File: config.mk
export PLATFORM = sky130hd
export DESIGN_NAME = ccr_ctrl
export DESIGN_NICKNAME = d
export VERILOG_FILES = /design/src/hw/rtl/cube_to_cuboid_remap_unit_defines.svh /design/src/hw/rtl/ccr_pkg.sv /design/src/hw/rtl/ccr_ctrl.sv
export SDC_FILE = /design/constraint.sdc
export NUM_CORES = 1
export LEC_CHECK = 0
export ABC_AREA = 1
export BUFFER_PORTS_ARGS = -buffer_cell sky130_fd_sc_hd__buf_4
export CAP_MARGIN = 20
export CORE_AREA = 5 5 42 44
export CTS_BUF_LIST = sky130_fd_sc_hd__clkbuf_8
export CTS_CLUSTER_DIAMETER = 200
export DETAILED_ROUTE_END_ITERATION = 10
export DIE_AREA = 0 0 47 49
export SYNTH_ARGS = -nofsm -noshare
export SYNTH_HDL_FRONTEND = slang
export SYNTH_SLANG_ARGS = --single-unit
File: constraint.sdc
create_clock -name clk -period 1.75 [get_ports clk]
set_input_delay 0.0875 -clock clk [delete_from_list [all_inputs] [get_ports clk]]
set_output_delay 0.0875 -clock clk [all_outputs]
set_load 0.03 [all_outputs]
File: src/hw/rtl/cube_to_cuboid_remap_unit_defines.svh
// Assertion macros for the cube to cuboid remapping unit.
// Included by the top level; the user must have clk and rst_n in scope.
`ifndef CUBE_TO_CUBOID_REMAP_UNIT_DEFINES_SVH
`define CUBE_TO_CUBOID_REMAP_UNIT_DEFINES_SVH

// Same-cycle implication, disabled during reset.
`define CCR_ASSERT_SAME(label, ante, cons) \
  label: assert property (@(posedge clk) disable iff (!rst_n) (ante) |-> (cons)) \
    else $error("remap unit check failed");

// Next-cycle implication, disabled during reset.
`define CCR_ASSERT_NEXT(label, ante, cons) \
  label: assert property (@(posedge clk) disable iff (!rst_n) (ante) |=> (cons)) \
    else $error("remap unit check failed");

`endif

File: src/hw/rtl/ccr_pkg.sv
// Shared types, constants and arithmetic helpers for the remapping unit.
// No dependencies.
package ccr_pkg;

  localparam int unsigned COORD_W = 32;
  localparam int unsigned BFRAC   = 16;
  localparam int unsigned ENTRY_W = BFRAC + 2;
  localparam int unsigned ROW_W   = 3 * ENTRY_W;
  localparam int unsigned LEN_W   = 31;
  localparam int unsigned RNG_W   = 5;
  localparam int unsigned RNGS_W  = 6 * RNG_W;
  localparam int unsigned X_W     = 37;
  localparam int unsigned PROD_W  = X_W + ENTRY_W;
  localparam int unsigned ACC_W   = PROD_W + 2;
  localparam int unsigned CFG_IDX_W = 4;

  localparam logic [ROW_W-1:0]  BASIS_X_RST = 54'd65536;
  localparam logic [ROW_W-1:0]  BASIS_Y_RST = 54'd17179869184;
  localparam logic [ROW_W-1:0]  BASIS_Z_RST = 54'd4503599627370496;
  localparam logic [LEN_W-1:0]  LEN_RST     = 31'd65536;
  localparam logic [RNGS_W-1:0] RANGES_RST  = 30'd33587232;

  typedef enum logic [CFG_IDX_W-1:0] {
    REG_BASIS_X = 4'd0,
    REG_BASIS_Y = 4'd1,
    REG_BASIS_Z = 4'd2,
    REG_LEN_X   = 4'd3,
    REG_LEN_Y   = 4'd4,
    REG_LEN_Z   = 4'd5,
    REG_BOX     = 4'd6,
    REG_RANGES  = 4'd7
  } cfg_reg_t;

  typedef struct packed {
    logic signed [31:0] pos_x;
    logic signed [31:0] pos_y;
    logic signed [31:0] pos_z;
    logic signed [31:0] vel_x;
    logic signed [31:0] vel_y;
    logic signed [31:0] vel_z;
  } in_item_t;

  typedef struct packed {
    logic               found;
    logic signed [31:0] out_pos_x;
    logic signed [31:0] out_pos_y;
    logic signed [31:0] out_pos_z;
    logic signed [31:0] out_vel_x;
    logic signed [31:0] out_vel_y;
    logic signed [31:0] out_vel_z;
    logic        [31:0] misses_so_far;
  } out_item_t;

  typedef struct packed {
    logic load_item;
    logic calc_x;
    logic mul_en;
    logic mul_vel;
    logic sum_pos;
    logic sum_vel;
    logic advance;
    logic finish_hit;
    logic finish_miss;
  } ctrl_cmd_t;

  typedef struct packed {
    logic empty_range;
    logic hit;
    logic last_copy;
    logic out_free;
  } ctrl_stat_t;

  function automatic logic signed [ENTRY_W-1:0] basis_entry(
    input logic [ROW_W-1:0] row, input int unsigned j);
    return $signed(row[j*ENTRY_W +: ENTRY_W]);
  endfunction

  // Floor shift by the basis fraction, then clamp to a signed coordinate.
  function automatic logic signed [COORD_W-1:0] proj_sat(input logic signed [ACC_W-1:0] acc);
    logic signed [ACC_W-1:0] sh;
    logic signed [ACC_W-1:0] hi;
    logic signed [ACC_W-1:0] lo;
    sh = acc >>> BFRAC;
    hi = ACC_W'($signed({1'b0, {(COORD_W-1){1'b1}}}));
    lo = ACC_W'($signed({1'b1, {(COORD_W-1){1'b0}}}));
    if (sh > hi) begin
      return hi[COORD_W-1:0];
    end else if (sh < lo) begin
      return lo[COORD_W-1:0];
    end
    return sh[COORD_W-1:0];
  endfunction

endpackage

File: src/hw/rtl/ccr_ctrl.sv
// Sequencing state machine for the remapping unit.
// Depends on ccr_pkg; drives ccr_datapath through command and status structs.
module ccr_ctrl (
  input  logic                clk,
  input  logic                rst_n,
  input  logic                in_valid,
  output logic                in_ready,
  input  ccr_pkg::ctrl_stat_t stat,
  output ccr_pkg::ctrl_cmd_t  cmd
);

  typedef enum logic [3:0] {
    ST_IDLE, ST_CALCX, ST_MUL, ST_SUM, ST_CHK, ST_VMUL, ST_VSUM, ST_HIT, ST_MISS
  } state_t;

  state_t state_r, state_nxt;

  assign in_ready = (state_r == ST_IDLE);

  always_comb begin
    state_nxt = state_r;
    cmd       = '0;
    unique case (state_r)
      ST_IDLE: begin
        if (in_valid) begin
          cmd.load_item = 1'b1;
          state_nxt = stat.empty_range ? ST_MISS : ST_CALCX;
        end
      end
      ST_CALCX: begin
        cmd.calc_x = 1'b1;
        state_nxt = ST_MUL;
      end
      ST_MUL: begin
        cmd.mul_en = 1'b1;
        state_nxt = ST_SUM;
      end
      ST_SUM: begin
        cmd.sum_pos = 1'b1;
        state_nxt = ST_CHK;
      end
      ST_CHK: begin
        if (stat.hit) begin
          state_nxt = ST_VMUL;
        end else if (stat.last_copy) begin
          state_nxt = ST_MISS;
        end else begin
          cmd.advance = 1'b1;
          state_nxt = ST_CALCX;
        end
      end
      ST_VMUL: begin
        cmd.mul_en  = 1'b1;
        cmd.mul_vel = 1'b1;
        state_nxt = ST_VSUM;
      end
      ST_VSUM: begin
        cmd.sum_vel = 1'b1;
        state_nxt = ST_HIT;
      end
      ST_HIT: begin
        if (stat.out_free) begin
          cmd.finish_hit = 1'b1;
          state_nxt = ST_IDLE;
        end
      end
      ST_MISS: begin
        if (stat.out_free) begin
          cmd.finish_miss = 1'b1;
          state_nxt = ST_IDLE;
        end
      end
      default: state_nxt = ST_IDLE;
    endcase
  end

  always_ff @(posedge clk) begin
    if (!rst_n) begin
      state_r <= ST_IDLE;
    end else begin
      state_r <= state_nxt;
    end
  end

endmodule

After elaboration in Yosys (flattened, before gate mapping)
Cells that the tools add are included.
- flip-flop bits (word level): 4
- input port bits: 7
- output and inout bits: 10
- equality and inequality tests: 10
- mux-type cells: 19
- reductions and logical operators: 4
- operators with widths (operator ; count):
    4-bit case mux with 8 select lines ; 1
    4-bit two-way mux ; 5
    4-bit by 3-bit equality test with 1-bit output, second input constant ; 4
    1-bit two-way mux ; 13
    4-bit by 2-bit equality test with 1-bit output, second input constant ; 2
    4-bit by 1-bit equality test with 1-bit output, second input constant ; 1
    4-bit equality test, second input constant ; 1
    4-bit logical NOT ; 1
    2-bit OR reduction ; 2
    2-bit by 1-bit != test with 1-bit output, second input constant ; 1
    2-bit != test, second input constant ; 1
    2-bit AND reduction ; 1

Logic depth before layout (Yosys ltp)
Gate-level depths: netlist of the first run.
- depth after elaboration: 4
- mapped depth: 8
- depth with buffers taken out: 8

Worst setup path before layout of the first run
Ideal clock, no wire load.
- path type: flip-flop to output port
- start point: reg state_r[2]
- end point: out cmd[6] (netlist bit)
- arrival: 1.685 ns
- path slack: -0.022 ns
- cell stages (with the launch flop): 6
- cell sequence: dfxtp_1 -> inv_1 -> nor2_1 -> inv_1 -> nor3_1 -> a31o_2
- RTL lines (item ; RTL line ; source):
    from (decl) ; ccr_ctrl.sv:16 ; state_t state_r, state_nxt;
    from (signal assigned) ; ccr_ctrl.sv:81 ; state_r <= state_nxt;
    to (decl) ; ccr_ctrl.sv:9 ; output ccr_pkg::ctrl_cmd_t cmd

==> results.cfg, run 1 <==
[worst_setup_path]
cp-start-kind = flop
crit_type = reg2out
crit_cells = 6
worst_ep_arrival_time_ns = 1.38
path_max_fanout = 5
r2r_start = state_r[2]$_SDFFE_PN0P_
slowest_stage = dfxtp_1
path_buf_inv = 3
cp_top_family = simple AND/OR/NAND/NOR gates
crit_chain = inv_1, nor2_1, inv_1, nor3_2, a31o_2, buf_4
rrSetupSlack_ns = 0.48
worstSetupEndpointType = primary output
cp_common_cell = inv_1
slowest_delay_ns = 0.34
rr_endpoint = state_r[0]$_SDFFE_PN0P_
worstRegToRegCells = 7
cp.required_ns = 1.66

[die]
die_h_um = 49
dieArea_um2 = 2300
ios = 17
initial_core_util = 0.250
placementRows = 14
die_w_um = 47
core_um2 = 1400

[synthesis]
netlist.area_leader.share = 0.229
yosysSeqAreaShare = 0.229
syn_avg_cell_area_um2 = 5.94
yosysTopAreaCell = dfxtp_1
yosysUniqueCellTypes = 15
mappedNetlistNets = 66
synthTopCellsByArea = dfxtp_1 (23%), nand3_1 (13%), inv_1 (12%)
syn-cell-area_um2 = 350
synth_warnings = 0
netlist_instances = 59
synth-seq-cells = 4

[outcome]
outcome = completed

[pwr]
pwr-share-comb = 0.606
power_uw = 886
intPower_uw = 455
pwr-share-clk = 0.212
total_leakage_power_nw = 0.280
p_per_area_nw_per_um2 = 1650
netSwitchingFraction = 0.486
seq_power_share = 0.182
ir_drop_uv = 691
power.switching_uw = 431

[sta]
setup_tns_ns = 0
min_period_ns = 1.47
drv_slew = 0
hold_violations = 0
fin_hold_ws_ns = 0.153
finalClockSkew_ns = 0.00247
tightest_slew_ns = 0.321
fmax_mhz = 681
rsz0062_at_grt = no
min_period_over_period = 0.839
setup_viol = 0
max_slew_margin = 0.785

[final_layout]
reg_top3 = state_r (4)
syn_to_final_growth_pct = 53.2
largest_reg_flops = 4
top_register = state_r
antenna-diode-count = 0
num-nets-final = 87
fin_cells = 94
layout_common_cells = buf_4 (16), inv_1 (11), nand3_1 (9), nor2_1 (7), nand2_1 (7)
layout_commonest_cell = buf_4
design_area_um2 = 537
drive_above_1_share = 0.385

[global_route]
antenna_found_initial = 0
grt.overflow.total = 0
grt_use_total = 0.0880
grt_max_degree = 8
grt_pass1_vias = 416
grt_pass1_wl_um = 1550

[routing]
viasPerCell = 4.39
drt_iter0_drc = 3
dr.pass1.iters = 3
routedWlPerCell_um = 9.29
drc = 0
postRouteAntennaNets = 0
drt-total-wl_um = 873
vias = 413

[clocking]
cts_max_path_buffers = 2
numCtsBuffers = 3
clockRootBuffer = clkbuf_8
worstSkewPairLatency_ns = 0.21
cts_setup_buffers = 0
clock_sinks = 4
holdBufCountCts = 0
clk_pin_slew_ns = 0.03
h-tree-depth = 1
cts_tree = yes
cts_resized = 0

[place]
dp_hpwl_um = 736
dpl_cell_area_um2 = 495
routabilityCongestion = 0.753
placed_cells = 91
io_buffer_count = 16

[hold_path]
min_from = rst_n
holdPathEnd = state_r[1]$_SDFFE_PN0P_
hold_depth = 3
hold_path_class = in2reg

[job]
drv_cap = 0
## cell families (layout without fill, tap and decap cells)
family,count (synthesis),count (layout),share of synthesized area
buffers and inverters,14,33,0.150
DFF,4,4,0.229
AOI/OAI and AO/OA,6,6,0.100
and+or+nand+nor,35,35,0.521
## layout make-up
cell class | count | area [um^2]
clock buffers | 3 | 41.3
fillers | 156 | 865
inverters | 14 | 52.6
multi-input cells | 41 | 223
flip-flops and latches | 4 | 80.1
well taps | 16 | 20.0
repair buffers | 16 | 120
## power by group through the flow
stage	combinational (mW)	clock (mW)	sequential [mW]
final	0.537	0.188	0.161
after global routing	0.584	0.204	0.167
after CTS	0.542	0.196	0.160
after detailed placement	0.540	0	0.162
after global placement	0.546	0	0.162
after floorplan	0.395	0	0.156
## per-stage QoR
stage / util / worst slack (ns)
floorplan: - / 0.0673
finish: 0.383 / 0.281
CTS: 0.383 / 0.277
global route: 0.383 / 0.110
detailed placement: 0.354 / 0.488
global placement: 0.354 / 0.455
## tightest hold or removal path: stages
cell     delay [ns]
buf_4          0.07
inv_1          0.06
a21oi_1        0.10
## layer usage
layer  vias to the layer above  track usage  routed length, um
met4                         0       0.0415                  0
li1                        225            -                  -
met3                         0       0.0258                 55
met1                       182       0.0945                368
met2                         6        0.149                450
met5                         -            0                  0
## Yosys cell counts
cell type / count
nand2_2: 4
a21oi_1: 4
dfxtp_1: 4
inv_2: 2
clkinv_1: 1
nor2_1: 7
inv_1: 11
nand2_4: 1
nand2_1: 7
nor2_4: 2
nor4_1: 1
nand3_1: 9
a31o_2: 1
nor3_1: 4
a31oi_1: 1
## how the worst max path moves through the flow
| stage | start | endpoint | slack, ns |
|---|---|---|---|
| 2_1_floorplan | state_r[1]$_SDFFE_PN0P_ | cmd[2] | 0.07 |
| 3_3_place_gp | state_r[3]$_SDFFE_PN0P_ | state_r[2]$_SDFFE_PN0P_ | 0.45 |
| 3_5_place_dp | state_r[2]$_SDFFE_PN0P_ | state_r[2]$_SDFFE_PN0P_ | 0.49 |
| 4_1_cts | state_r[2]$_SDFFE_PN0P_ | cmd[6] | 0.28 |
| 5_1_grt | state_r[2]$_SDFFE_PN0P_ | cmd[6] | 0.11 |
| 6_report | state_r[2]$_SDFFE_PN0P_ | cmd[6] | 0.28 |
Power figures use the tool's default switching activity.
==> inputs of run 2 (changes only) <==
Clock period 1.75 ns to 1.32 ns, I/O delays scaled along.
==> run 2 against run 1 <==
Critical path depth is 2 lower. Register-to-register slack worse by 0.30 ns. Non-clock buffer count is 6 higher. Clock skew is 0.0020 ns lower. Combinational power is 61% higher. Final area is 16% higher. First-iteration DRC count grew to 3.3 times the previous value. Largest power group unchanged. Highest routed layer is now met4.
==> results.cfg, run 2 (synthesis gave the netlist of run 1 again) <==
[sta]
fmax_mhz = 792
setup_tns_ns = 0
hold_violations = 0
max_slew_margin = 0.871
tightest_slew_ns = 0.191
setup_slack_ns = 0.0578
setup_viol = 0
min_period_ns = 1.26
finalClockSkew_ns = 0.000506
min_period_over_period = 0.956
drv_slew = 0
rsz0062_at_grt = no

[worst_setup_path]
crit_type = reg2out
worstSetupEndpointType = primary output
crit_chain = nor2_4, inv_2, nor4_2, buf_4
cp-start-kind = flop
slowest_stage = dfxtp_2
worst_ep_arrival_time_ns = 1.20
cp.required_ns = 1.25
slowest_delay_ns = 0.35
path_max_fanout = 5

[routing]
vias = 447
drt_iter0_drc = 10
drt-total-wl_um = 950
routedWlPerCell_um = 9.50
postRouteAntennaNets = 0
dr.pass1.iters = 4
viasPerCell = 4.47
drc = 0

[pwr]
power.switching_uw = 627
intPower_uw = 701
seq_power_share = 0.161
netSwitchingFraction = 0.472
p_per_area_nw_per_um2 = 2140
total_leakage_power_nw = 0.312
ir_drop_uv = 955
pwr-share-clk = 0.187
pwr-share-comb = 0.652

[global_route]
grt_pass1_wl_um = 1660
grt.busiest_layer = met2
grt_max_degree = 6
grt_use_total = 0.0957
grt.overflow.total = 0
grtUsageMet3 = 0.0295
grtUsageMet1 = 0.114
grt_pass1_vias = 411
groute.layer.met2.usage = 0.152
antenna_found_initial = 0

[final_layout]
largest_reg_flops = 4
antenna-diode-count = 0
top_register = state_r
layout_commonest_cell = buf_4
reg_top3 = state_r (4)
fin_cells = 100
syn_to_final_growth_pct = 77.5
drive_above_1_share = 0.548
layout_common_cells = buf_4 (21), inv_1 (10), nand3_1 (9), nand2_1 (7), nor2_1 (5)
num-nets-final = 93
design_area_um2 = 622

[die]
placementRows = 14
initial_core_util = 0.250
die_w_um = 47
core_um2 = 1400
dieArea_um2 = 2300
ios = 17
die_h_um = 49

[place]
placed_cells = 95
routabilityCongestion = 0.775
dp_slack_ns = 0.147
io_buffer_count = 16
dp_hpwl_um = 799
dpl_cell_area_um2 = 556

[hold_path]
hold_path_class = in2reg

[clocking]
h-tree-depth = 1
numCtsBuffers = 3
holdBufCountCts = 0
clk_pin_slew_ns = 0.03
clockRootBuffer = clkbuf_8
clock_sinks = 4
cts_max_path_buffers = 2
cts_tree = yes
worstSkewPairLatency_ns = 0.21

[outcome]
outcome = completed

[job]
drv_cap = 0
run 2: cell types whose count changed in the layout (fill, tap and decap cells not counted), sizes merged:
cell / change
buf: +6
run 2: power by group through the flow:
stage	registers [mW]	logic (mW)	clock network [mW]
2_1_floorplan	0.212	0.558	0
3_3_place_gp	0.207	0.822	0
3_5_place_dp	0.207	0.818	0
4_1_cts	0.210	0.861	0.259
5_1_grt	0.219	0.948	0.268
6_report	0.214	0.866	0.249
run 2: critical path: cells and delay by family, from the launching register on:
family / cells / cell delay (ns)
buffers and inverters: 2 / 0.28
flip-flops: 1 / 0.35
AND/OR/NAND/NOR: 2 / 0.36
run 2: worst paths after layout:
check                          start                 endpoint  slack (ns)  cells after the start
max          state_r[0]$_SDFFE_PN0P_                   cmd[2]        0.06                      4
min                            rst_n  state_r[0]$_SDFFE_PN0P_        0.12                      3
max reg2reg  state_r[0]$_SDFFE_PN0P_  state_r[1]$_SDFFE_PN0P_        0.18                      8
min reg2reg  state_r[3]$_SDFFE_PN0P_  state_r[3]$_SDFFE_PN0P_        0.50                      2
run 2: stage by stage:
| stage | util | hold slack [ns] | total power, mW |
|---|---|---|---|
| 3_5_place_dp | 0.396 | 0.340 | 1.03 |
| 2_1_floorplan | - | 0.202 | 0.769 |
| 3_3_place_gp | 0.396 | 0.329 | 1.03 |
| 6_report | 0.444 | 0.117 | 1.33 |
| 4_1_cts | 0.439 | 0.118 | 1.33 |
| 5_1_grt | 0.444 | 0.134 | 1.43 |
run 2: final cells by class:
class	instances	area (um^2)
Fill cell	149	779
Multi-Input combinational cell	41	255
Timing Repair Buffer	22	169
Tap cell	16	20.0
Inverter	14	52.6
Clock buffer	3	41.3
Sequential cell	4	83.8
run 2: what timing repair did:
action                                  in CTS  in global routing
endpoints found under the hold margin        0                  0
setup buffers                                2                  0
gates resized for setup                      3                  3
pin swaps                                    1                  1
endpoints found under the setup margin       2                  2
run 2: layer usage:
metal,part of all wire,routed length (um)
met5,0,0
met4,0.016,15
met3,0.058,55
met2,0.52,498
met1,0.40,380
==> inputs of run 3 (changes only) <==
Settings changed: CTS_BUF_LIST sky130_fd_sc_hd__clkbuf_8 to sky130_fd_sc_hd__clkbuf_4 sky130_fd_sc_hd__clkbuf_8.
==> run 3 against run 2 <==
Combinational power about the same. Core utilization shrank 1.3 points. Fmax shrank 0.98%. Setup slack worse by 0.012 ns. Clock skew is essentially flat. Total power decreased by 7.8%. Routed wire length increased by 1.6%. Clock power is 42% lower. Sequential share of layout area rose by 0.42 points. Largest power group unchanged.
==> results.cfg, run 3 (synthesis gave the netlist of run 1 again) <==
[pwr]
ir_drop_uv = 913
total_leakage_power_nw = 0.305
p_per_area_nw_per_um2 = 2030

[job]
drv_cap = 0

[sta]
min_period_over_period = 0.966
rsz0062_at_grt = yes
setup_slack_ns = 0.0453
hold_violations = 0
setup_viol = 0
min_period_ns = 1.27
finalClockSkew_ns = 0.000488
max_slew_margin = 0.871
setup_tns_ns = 0
tightest_slew_ns = 0.191
fmax_mhz = 785
drv_slew = 0

[clocking]
holdBufCountCts = 0
clockRootBuffer = clkbuf_4
numCtsBuffers = 3
worstSkewPairLatency_ns = 0.23
cts_tree = yes
clk_pin_slew_ns = 0.04
cts_max_path_buffers = 2
h-tree-depth = 1
clock_sinks = 4

[die]
die_w_um = 47
ios = 17
initial_core_util = 0.250
core_um2 = 1400
die_h_um = 49
placementRows = 14
dieArea_um2 = 2300

[place]
io_buffer_count = 16
dp_hpwl_um = 799
routabilityCongestion = 0.775
dp_slack_ns = 0.147

[final_layout]
antenna-diode-count = 0
layout_common_cells = buf_4 (21), inv_1 (10), nand3_1 (9), nand2_1 (7), nor2_1 (5)
largest_reg_flops = 4
num-nets-final = 93
reg_top3 = state_r (4)
drive_above_1_share = 0.548
fillers = 151
layout_commonest_cell = buf_4
syn_to_final_growth_pct = 72.1
top_register = state_r

[global_route]
grt_pass1_vias = 420
grt.overflow.total = 0
grt_max_degree = 6
grt_use_total = 0.0971
antenna_found_initial = 0
grt_pass1_wl_um = 1660

[hold_path]
hold_path_class = in2reg
min_from = rst_n

[routing]
vias = 440
drt_iter0_drc = 8
postRouteAntennaNets = 0
viasPerCell = 4.40
drc = 0
routedWlPerCell_um = 9.65
dr.pass1.iters = 4
drt-total-wl_um = 965

[worst_setup_path]
cp.required_ns = 1.25
worst_ep_arrival_time_ns = 1.21
worstSetupEndpointType = primary output
crit_type = reg2out
r2r_start = state_r[3]$_SDFFE_PN0P_
startpoint = state_r[2]$_SDFFE_PN0P_
path_max_fanout = 3
cp-start-kind = flop

[outcome]
outcome = completed
[run 3: cell counts in the layout (fill, tap and decap cells not counted)]
No cell type changed its count.
[run 3: stage by stage]
step / power (mW) / utilization / cells / hold slack, ns / instance area (um^2)
after detailed placement: 1.03 / 0.396 / 95 / 0.340 / 556
after CTS: 1.23 / 0.426 / 100 / 0.0948 / 597
final: 1.22 / 0.430 / 100 / 0.100 / 603
after global placement: 1.03 / 0.396 / 95 / 0.329 / 556
after global routing: 1.33 / 0.430 / 100 / 0.112 / 603
after floorplan: 0.769 / - / 59 / 0.202 / 385
[run 3: what timing repair did]
action | 4_1_cts | 5_1_grt
gates resized for setup | 3 | 3
setup buffers | 2 | 0
pin swaps | 1 | 2
setup endpoints to repair | 2 | 4
[run 3: critical path: stages (launching register included)]
cell	delay, ns
dfxtp_2	0.33
inv_1	0.05
nor2_2	0.15
inv_2	0.09
nor3_4	0.12
a31o_2	0.13
buf_6	0.12
[run 3: area by class of cell]
class                   count  area, um^2  area share
inverters                  14        52.6      0.0871
multi-input cells          41         255       0.423
flip-flops and latches      4        83.8       0.139
repair buffers             22         169       0.280
well taps                  16        20.0      0.0332
clock buffers               3        22.5      0.0373
[run 3: path summary, 6_finish.rpt]
path | to | slack, ns | cells after the start
min | state_r[0]$_SDFFE_PN0P_ | 0.10 | 3
max | cmd[6] | 0.05 | 6
max reg2reg | state_r[1]$_SDFFE_PN0P_ | 0.20 | 7
min reg2reg | state_r[3]$_SDFFE_PN0P_ | 0.50 | 2
[run 3: routing by layer]
layer  global-route usage  part of all wire  vias up
li1                     -                 -      238
met1                0.112              0.40      191
met2                0.152              0.54        9
met3               0.0185             0.049        2
met4               0.0691             0.010        0
met5                    0                 0        -
[run 3: where the power goes]
part           switching [mW]  internal, mW  leakage, nW
clock                  0.0439         0.101       0.0138
combinational           0.525         0.341        0.257
sequential             0.0479         0.166       0.0340
